$ cat src/y2r_pkg.sv
// ----------------------------------------------------------------------------
// y2r_pkg: shared types and constants for the YUV 4:2:2 to RGB converter
// BT.601 coefficients scaled by 65536, product and sum types, and the
// scale-and-clip helper used on every color channel.
// ----------------------------------------------------------------------------
package y2r_pkg;

    localparam int SAMPLE_W = 8;
    localparam int COEF_W   = 19;   // 18-bit magnitudes plus sign
    localparam int DIFF_W   = 9;    // offset-removed sample, signed
    localparam int PROD_W   = COEF_W + DIFF_W;
    localparam int FRAC_W   = 16;

    localparam logic signed [COEF_W-1:0] LUMA_K  = 19'sd76284;
    localparam logic signed [COEF_W-1:0] CB_TO_B = 19'sd132252;
    localparam logic signed [COEF_W-1:0] CR_TO_G = 19'sd53281;
    localparam logic signed [COEF_W-1:0] CB_TO_G = 19'sd25625;
    localparam logic signed [COEF_W-1:0] CR_TO_R = 19'sd104595;

    localparam logic [SAMPLE_W-1:0] LUMA_FLOOR = 8'd16;
    localparam logic [SAMPLE_W-1:0] CHROMA_MID = 8'd128;
    localparam logic [SAMPLE_W-1:0] CHAN_MAX   = 8'd255;

    localparam logic ORDER_RGB = 1'b0;
    localparam logic ORDER_BGR = 1'b1;

    typedef logic [SAMPLE_W-1:0]      t_sample;
    typedef logic signed [DIFF_W-1:0] t_diff;
    typedef logic signed [PROD_W-1:0] t_prod;

    // Handshake-side control shared by the pipeline stages
    typedef struct packed {
        logic advance;      // every stage moves one step
        logic pixel_order;  // ORDER_RGB or ORDER_BGR
    } t_pipe_ctl;

    // Floor shift by 16 then clip to 0..255; negative sums give 0.
    function automatic t_sample scale_clip(input t_prod sum);
        t_sample res;
        if (sum[PROD_W-1]) begin
            res = '0;
        end else if (|sum[PROD_W-2:FRAC_W+SAMPLE_W]) begin
            res = CHAN_MAX;
        end else begin
            res = sum[FRAC_W+SAMPLE_W-1:FRAC_W];
        end
        return res;
    endfunction

endpackage

$ cat src/y2r_pixel.sv
// ----------------------------------------------------------------------------
// y2r_pixel: channel sums and clipping for one pixel
// Adds the registered coefficient products into B, G and R sums, then
// clips each to a byte, forces dark pixels to black and orders the bytes.
// ----------------------------------------------------------------------------
module y2r_pixel (
    input  logic               i_clk,
    input  y2r_pkg::t_pipe_ctl i_ctl,
    input  y2r_pkg::t_prod     i_luma_prod,
    input  y2r_pkg::t_prod     i_cb_to_b,
    input  y2r_pkg::t_prod     i_cr_to_g,
    input  y2r_pkg::t_prod     i_cb_to_g,
    input  y2r_pkg::t_prod     i_cr_to_r,
    input  logic               i_dark,
    output y2r_pkg::t_sample   o_byte0,
    output y2r_pkg::t_sample   o_byte1,
    output y2r_pkg::t_sample   o_byte2
);
    import y2r_pkg::*;

    t_prod   r_sum_b, r_sum_g, r_sum_r;
    logic    r_dark;
    t_sample r_byte0, r_byte1, r_byte2;
    t_sample n_b, n_g, n_r;

    // Sum stage
    always_ff @(posedge i_clk) begin
        if (i_ctl.advance) begin
            r_sum_b <= i_luma_prod + i_cb_to_b;
            r_sum_g <= i_luma_prod - i_cr_to_g - i_cb_to_g;
            r_sum_r <= i_luma_prod + i_cr_to_r;
            r_dark  <= i_dark;
        end
    end

    always_comb begin
        n_b = r_dark ? '0 : scale_clip(r_sum_b);
        n_g = r_dark ? '0 : scale_clip(r_sum_g);
        n_r = r_dark ? '0 : scale_clip(r_sum_r);
    end

    // Clip and order stage, registered straight onto the outputs
    always_ff @(posedge i_clk) begin
        if (i_ctl.advance) begin
            r_byte1 <= n_g;
            if (i_ctl.pixel_order == ORDER_BGR) begin
                r_byte0 <= n_b;
                r_byte2 <= n_r;
            end else begin
                r_byte0 <= n_r;
                r_byte2 <= n_b;
            end
        end
    end

    assign o_byte0 = r_byte0;
    assign o_byte1 = r_byte1;
    assign o_byte2 = r_byte2;

endmodule

$ cat src/yuv422_pair_to_rgb.sv
// ----------------------------------------------------------------------------
// yuv422_pair_to_rgb: YUV 4:2:2 pixel pair to two 24-bit RGB pixels
//
//   channel   dir  handshake               payload
//   s_*       in   s_tvalid / s_tready     s_tdata: luma pair, U, V
//   m_*       out  m_tvalid / m_tready     m_tdata: two pixels, 3 bytes each
//   cfg       in   i_cfg_valid/o_cfg_ready i_cfg_data: pixel_order
//
// Four register stages: offset removal, products, channel sums, clip/order.
// One item per cycle enters and leaves when unstalled.
// A stall on m_tready freezes all stages together; nothing is dropped.
// Synchronous active-low reset clears the stage valid bits and pixel_order.
// ----------------------------------------------------------------------------
module yuv422_pair_to_rgb (
    input  logic        i_clk,
    input  logic        i_rst_n,
    input  logic        s_tvalid,
    output logic        s_tready,
    input  logic [31:0] s_tdata,   // luma_first, luma_second, chroma_blue, chroma_red
    output logic        m_tvalid,
    input  logic        m_tready,
    output logic [47:0] m_tdata,   // first_byte0..2, second_byte0..2
    input  logic        i_cfg_valid,
    output logic        o_cfg_ready,
    input  logic        i_cfg_data
);
    import y2r_pkg::*;

    localparam int STAGES = 4;

    logic [STAGES-1:0] r_valid;
    logic              r_pixel_order;
    logic              adv;
    t_pipe_ctl         ctl;

    t_diff r_d1, r_d2, r_cb, r_cr;
    logic  r_dark1_s1, r_dark2_s1;
    t_prod r_yk1, r_yk2, r_bcb, r_gcr, r_gcb, r_rcr;
    logic  r_dark1_s2, r_dark2_s2;

    t_sample luma_first, luma_second, chroma_blue, chroma_red;
    t_sample f_b0, f_b1, f_b2, s_b0, s_b1, s_b2;

    assign luma_first  = s_tdata[7:0];
    assign luma_second = s_tdata[15:8];
    assign chroma_blue = s_tdata[23:16];
    assign chroma_red  = s_tdata[31:24];

    // Whole pipeline advances when the output slot is free or being taken
    assign adv      = !r_valid[STAGES-1] || m_tready;
    assign s_tready = adv;
    assign ctl      = '{advance: adv, pixel_order: r_pixel_order};

    assign o_cfg_ready = 1'b1;

    always_ff @(posedge i_clk) begin
        if (!i_rst_n) begin
            r_pixel_order <= ORDER_RGB;
        end else if (i_cfg_valid) begin
            r_pixel_order <= i_cfg_data;
        end
    end

    always_ff @(posedge i_clk) begin
        if (!i_rst_n) begin
            r_valid <= '0;
        end else if (adv) begin
            r_valid <= {r_valid[STAGES-2:0], s_tvalid};
        end
    end

    // Offset removal
    always_ff @(posedge i_clk) begin
        if (adv) begin
            r_d1       <= t_diff'({1'b0, luma_first})  - t_diff'({1'b0, LUMA_FLOOR});
            r_d2       <= t_diff'({1'b0, luma_second}) - t_diff'({1'b0, LUMA_FLOOR});
            r_cb       <= t_diff'({1'b0, chroma_blue}) - t_diff'({1'b0, CHROMA_MID});
            r_cr       <= t_diff'({1'b0, chroma_red})  - t_diff'({1'b0, CHROMA_MID});
            r_dark1_s1 <= luma_first  <= LUMA_FLOOR;
            r_dark2_s1 <= luma_second <= LUMA_FLOOR;
        end
    end

    // Coefficient products; chroma terms are shared by both pixels
    always_ff @(posedge i_clk) begin
        if (adv) begin
            r_yk1      <= LUMA_K  * r_d1;
            r_yk2      <= LUMA_K  * r_d2;
            r_bcb      <= CB_TO_B * r_cb;
            r_gcr      <= CR_TO_G * r_cr;
            r_gcb      <= CB_TO_G * r_cb;
            r_rcr      <= CR_TO_R * r_cr;
            r_dark1_s2 <= r_dark1_s1;
            r_dark2_s2 <= r_dark2_s1;
        end
    end

    y2r_pixel u_first (
        .i_clk       (i_clk),
        .i_ctl       (ctl),
        .i_luma_prod (r_yk1),
        .i_cb_to_b   (r_bcb),
        .i_cr_to_g   (r_gcr),
        .i_cb_to_g   (r_gcb),
        .i_cr_to_r   (r_rcr),
        .i_dark      (r_dark1_s2),
        .o_byte0     (f_b0),
        .o_byte1     (f_b1),
        .o_byte2     (f_b2)
    );

    y2r_pixel u_second (
        .i_clk       (i_clk),
        .i_ctl       (ctl),
        .i_luma_prod (r_yk2),
        .i_cb_to_b   (r_bcb),
        .i_cr_to_g   (r_gcr),
        .i_cb_to_g   (r_gcb),
        .i_cr_to_r   (r_rcr),
        .i_dark      (r_dark2_s2),
        .o_byte0     (s_b0),
        .o_byte1     (s_b1),
        .o_byte2     (s_b2)
    );

    assign m_tvalid = r_valid[STAGES-1];
    assign m_tdata  = {s_b2, s_b1, s_b0, f_b2, f_b1, f_b0};

`ifndef SYNTHESIS
    // A stalled pipeline keeps every stage's occupancy
    a_stall_freeze: assert property (@(posedge i_clk) disable iff (!i_rst_n)
        !adv |=> $stable(r_valid))
        else $error("pipeline occupancy changed during a stall");

    // An occupied sum stage reaches the output on an advance
    a_deliver: assert property (@(posedge i_clk) disable iff (!i_rst_n)
        adv && r_valid[STAGES-2] |=> m_tvalid)
        else $error("item lost between sum stage and output");

    // An empty sum stage never shows up as a result
    a_no_invent: assert property (@(posedge i_clk) disable iff (!i_rst_n)
        adv && !r_valid[STAGES-2] |=> !m_tvalid)
        else $error("result appeared from an empty stage");
`endif

endmodule

$ cat config.mk
export PLATFORM = sky130hd
export DESIGN_NAME = yuv422_pair_to_rgb
export DESIGN_NICKNAME = d
export VERILOG_FILES = /design/src/y2r_pkg.sv /design/src/y2r_pixel.sv /design/src/yuv422_pair_to_rgb.sv
export SDC_FILE = /design/constraint.sdc
export NUM_CORES = 1
export LEC_CHECK = 0
export ABC_AREA = 0
export BUFFER_PORTS_ARGS = -buffer_cell sky130_fd_sc_hd__buf_2
export CAP_MARGIN = 20
export CORE_UTILIZATION = 25
export DETAILED_ROUTE_END_ITERATION = 12
export GPL_ROUTABILITY_DRIVEN = 1
export PLACE_DENSITY = 0.47
export RECOVER_POWER = 50
export REMOVE_ABC_BUFFERS = 1
export SYNTH_ARGS = -nofsm -noshare
export SYNTH_HDL_FRONTEND = slang
export SYNTH_SLANG_ARGS = --single-unit
$ cat constraint.sdc
create_clock -name i_clk -period 15.5 [get_ports i_clk]
set_input_delay 1.55 -clock i_clk [delete_from_list [all_inputs] [get_ports i_clk]]
set_output_delay 1.55 -clock i_clk [all_outputs]
set_load 0.05 [all_outputs]
### After elaboration in Yosys (flattened, before gate mapping)

Index checks and enable logic that the tools add are counted.

* flip-flop bits (word level): 425
* latch bits: 0
* bits in writable memories: 0
* ROM bits: 0
* output and inout port bits: 51
* word-level logic and storage cells: 78
* memories kept: 0

* add/sub/neg operators: 12
* multipliers: 6
* div/mod/pow operators: 0
* magnitude comparators: 2
* eq/ne operators: 0
* shift operators: 0
* muxes and demuxes: 18
* bitwise operators: 0
* reductions and logical operators: 10

Operators by type and width (count)
* 2-to-1 mux 8 bit: 18
* adder 28 bit: 4
* subtractor 28 bit: 4
* multiplier 16 x 9 -> 25 bit, first input constant: 3
* multiplier 17 x 9 -> 26 bit, first input constant: 2
* multiplier 18 x 9 -> 27 bit, first input constant: 1
* OR reduction 3 bit: 6
* subtractor 8 x 5 -> 9 bit, second input constant: 2
* subtractor 8 x 8 -> 9 bit, second input constant: 2
* less-or-equal comparator 8 x 5 -> 1 bit, second input constant: 2
* OR reduction 2 bit: 2
* logical NOT 1 bit: 1
* logical OR 1 bit: 1

### Logic depth before layout (Yosys ltp)

* depth in word-level cells: 5
* depth in mapped cells: 20
* gate-level depth less buffers: 20

### Cells and area by module

Synthesis repeated with hierarchy kept, for this count alone.

* cell total of the unflattened synthesis: 2716
* area, all modules: 30053.8 sq um

Modules (own cells, without submodules)
* yuv422_pair_to_rgb: times used 1, cells each 1629, area each 18771.8 sq um, seq. area each 5805.6 sq um
* y2r_pixel at u_second: times used 1, cells each 554, area each 5679.2 sq um, seq. area each 1831.8 sq um
* y2r_pixel at u_first: times used 1, cells each 533, area each 5602.9 sq um, seq. area each 1831.8 sq um

### Worst setup path before layout

Ideal clock, no wire load.

* path type: input to output
* start point: input m_tready
* end point: output s_tready
* arrival time: 10.578 ns
* data required time: 13.950 ns
* setup slack: 3.372 ns
* stages on the path: 2
* path through: nand2b_1 clkbuf_1

* word-level cells in the longest chain between the ends: 1

RTL lines
* start: declaration: RTL line yuv422_pair_to_rgb.sv:21 `input logic m_tready,`
* logical OR 1 bit: RTL line yuv422_pair_to_rgb.sv:50 `assign adv = !r_valid[STAGES-1] || m_tready;`
* end: declaration: RTL line yuv422_pair_to_rgb.sv:18 `output logic s_tready,`

Every way passes these cells.

### Final worst setup path

* start point: input m_tready
* end point: register r_rcr[10] (enable)

* word-level cells in the longest chain between the ends: 1

RTL lines
* logical OR 1 bit: RTL line yuv422_pair_to_rgb.sv:50
* end signal: assignment: RTL line yuv422_pair_to_rgb.sv:92 `r_rcr <= CR_TO_R * r_cr;`
* end: declaration: RTL line yuv422_pair_to_rgb.sv:38 `t_prod r_yk1, r_yk2, r_bcb, r_gcr, r_gcb, r_rcr;`

Every way passes these cells.
A chain may end at the register's enable or synchronous reset.

==> summary.md <==
| Metric | Value |
|---|---|
| Status | finished with violations |
| Violated checks | capacitance limit, slew limit |
| Share of the synthesized area in the top cell type | 32.78% |
| Synthesized instance count | 2466 |
| CORE AREA | 112800 µm² |
| Layout Area Growth over Synthesis | 13.06% |
| Register Area | 9439 µm² |
| H-tree depth | 2 |
| Grt ovf | 0 |
| CTS tree | built |
| # IOs | 89 |
| Vias in the first global route | 18.37k |
| Worst Path Class, Setup | in2reg |
| Combinational share of power | 60.5% |
| Drt initial violations | 830 |
| Total Wirelength | 69580 µm |
| Synthesized cell area | 28490 µm² |
| Setup tns final | 0 ns |
| Post-synthesis sequential area ratio | 33.13% |
| RSZ-0062 raised after global routing | no |
| Worst R2R Path Depth | 19 |
| DRC errors left | 0 |
| Filler Cells Inserted | 11.64k |
| Slew @ Worst Pin | 3.753 ns |
| Final Net Count | 3412 |
| Crit path cell chain | buf_2 > nand2b_1 > clkbuf_1 > buf_4 |
| Final period util | 44.23% |
| Switching share of power | 45.05% |
| Post-synth EDFFs | 311 |
| Seq cells post-synth | 316 |
| Dominant synthesized flop cell | edfxtp_1 |
| Worst path buffer plus inverter count | 3 |
| Min Tclk post-route | 6.856 ns |
| Synth unique cells | 75 |
| Routed Antenna Nets | 0 |
| Cell family with the largest share of critical-path delay | buffers and inverters |
| Worst min-delay path category | reg2reg |
| Critical path required time | 15.72 ns |
| Initial Utilization | 25.25% |
| CTS Hold Bufs | 0 |
| DR pass1 iterations | 5 |
| Critical path peak fanout | 67 |
| Global-route wire length before repair | 107300 µm |
| Max-slew headroom | -150.2% |
| Num CTS Buffers | 42 |
| Layout cell share with drive strength beyond 1 | 4.876% |
| IO buf count | 87 |
| Worst path max stage delay | 2.72 ns |
| Chip height | 339.6 µm |
| Gpl congestion | 0.8328 |
| Crit. End Element | register |
| Clk pin slew, worst setup/hold paths | 0.05 ns |
| Final slew viol count | 229 |
| Number of antenna violations at the first check in global routing | 5 |
| Max Root-Sink Buffers | 3 |
| Most frequent cell after synthesis | ha_1 |
| CP arrival | 7.07 ns |
| Pwr Density | 230.3 nW/µm² |
| Hold_ws | 0.4177 ns |
| Clock latency at the later pin of the worst-skew pair | 0.61 ns |
| Area contributors post-synth | edfxtp_1, ha_1, fa_1 |
| Largest net degree at the start of global routing | 71 |
| DR WL/cell | 16.86 µm |
| P_leak | 14.87 nW |
| Worst r2r src | r_cr[7]$_DFFE_PP_ |
| Clk_skew | 0.02700 ns |
| Max VDD drop | 0.1065 mV |
| Top cells by count, synth | ha_1, inv_1, edfxtp_1, fa_1, a21oi_1 |
| Cell taking the most area after synthesis | edfxtp_1 |
| Multi-input gate area | 17710 µm² |
| Gr usage total | 12.18% |
| Flop pwr share | 25.1% |
| Crit path depth | 4 |
| CTS root buf | clkbuf_16 |
| Die Wd | 339.6 µm |
| Internal | 4.076 mW |
| Hold path depth | 0 |
| CP Launch Point | m_tready |
| Full die area | 115300 µm² |
| Hold Path Origin | r_dark1_s2$_DFFE_PP_ |
| Via count | 17.98k |
| YS warnings | 0 |
| Final hold violations | 0 |
| Clock share of power | 14.3% |
| Vias per inst | 4.357 |
| Critical path's slowest cell | clkbuf_1 |
| FFs w/ async S/R, synth | 0% |
| Switch Pwr | 3.341 mW |
| Mean area per synthesized cell | 11.55 µm² |
| CP Launch Type | input port |
| Row cnt | 123 |
| Dpl hpwl | 58490 µm |
| Max_cap viols | 5 |
| Post-CTS setup buffer count | 0 |
| TritonCTS sink count | 316 |
| # resized after CTS | 0 |
| Max frequency | 145.9 MHz |
| Final Setup Violations | 0 |
## placed cells by master, fill, tap and decap left out, types with 27 or more instances in the layout
| cell | count |
|---|---|
| buf_2 | 27 |
| nand2_1 | 49 |
| xnor2_1 | 111 |
| o21a_1 | 41 |
| nor2_1 | 96 |
| a21o_1 | 59 |
| nor3_1 | 41 |
| clkbuf_1 | 67 |
| mux2i_1 | 37 |
| fa_1 | 172 |
| ha_1 | 610 |
| inv_1 | 338 |
| o21ai_0 | 102 |
| xor2_1 | 52 |
| edfxtp_1 | 311 |
| clkbuf_16 | 43 |
| a21oi_1 | 137 |
## path summary, 6_finish.rpt
| check | slack [ns] | to |
|---|---|---|
| hold / removal | 0.42 | u_first.r_dark$_DFFE_PP_ |
| hold reg to reg | 0.42 | u_first.r_dark$_DFFE_PP_ |
| setup / recovery | 8.64 | r_rcr[10]$_DFFE_PP_ |
| setup reg to reg | 9.40 | r_rcr[25]$_DFFE_PP_ |
## area by class of cell
type / count / share of cell area [%]
inverters: 338 / 3.939
flip-flops and latches: 316 / 29.31
diodes: 2 / 0.01554
well taps: 1500 / 5.827
multi-input cells: 1800 / 55.00
clock inverters: 31 / 1.305
clock buffers: 46 / 3.376
repair buffers: 94 / 1.235
## metal layers
layer | vias to the layer above | wire length (µm) | track usage [%]
met2 | 242 | 32960 | 20.74
met5 | - | 7 | 0
li1 | 9143 | - | -
met4 | 2 | 1307 | 3.125
met1 | 8525 | 33070 | 16.14
met3 | 68 | 2227 | 1.652
## state kept, by name, summed over array words and instances (netlist names), 9 cells and up
register          count
r_gcr                26
r_bcb                25
r_gcb                25
r_rcr                25
r_yk1                25
r_yk2                25
u_first.r_sum_b      12
u_first.r_sum_g      12
u_first.r_sum_r      12
u_second.r_sum_b     12
u_second.r_sum_g     12
u_second.r_sum_r     12
r_d1                  9
r_d2                  9
## through the flow
| step | total power, mW | util [%] | cell area, µm² | setup slack [ns] | cells |
|---|---|---|---|---|---|
| 3_5_place_dp | 6.407 | 27.32 | 30810 | 9.830 | 4048 |
| 3_3_place_gp | 6.418 | 27.32 | 30810 | 9.843 | 4048 |
| 6_report | 7.417 | 28.55 | 32210 | 8.644 | 4127 |
| 4_1_cts | 7.543 | 28.65 | 32320 | 9.792 | 4125 |
| 2_1_floorplan | 5.126 | - | 28440 | 4.507 | 2454 |
| 5_1_grt | 8.118 | 28.55 | 32210 | 7.940 | 4126 |
## power by group through the flow
stage	clock network (mW)	logic, mW	registers (mW)
3_5_place_dp	0	4.51	1.90
3_3_place_gp	0	4.52	1.90
4_1_cts	1.10	4.56	1.88
5_1_grt	1.12	5.09	1.90
6_report	1.06	4.49	1.87
2_1_floorplan	0	3.19	1.94
## cell families after synthesis
| logic type | Yosys count | synth area share (%) |
|---|---|---|
| other cells | 1 | 0.01316 |
| flops | 316 | 33.13 |
| simple gates | 337 | 5.969 |
| compound gates | 480 | 11.07 |
| mux | 37 | 1.300 |
| fa+ha+maj | 782 | 38.88 |
| buf+inv | 350 | 4.625 |
| xor+xnor | 163 | 5.011 |
Note: power is estimated with default switching activity, not from simulation.
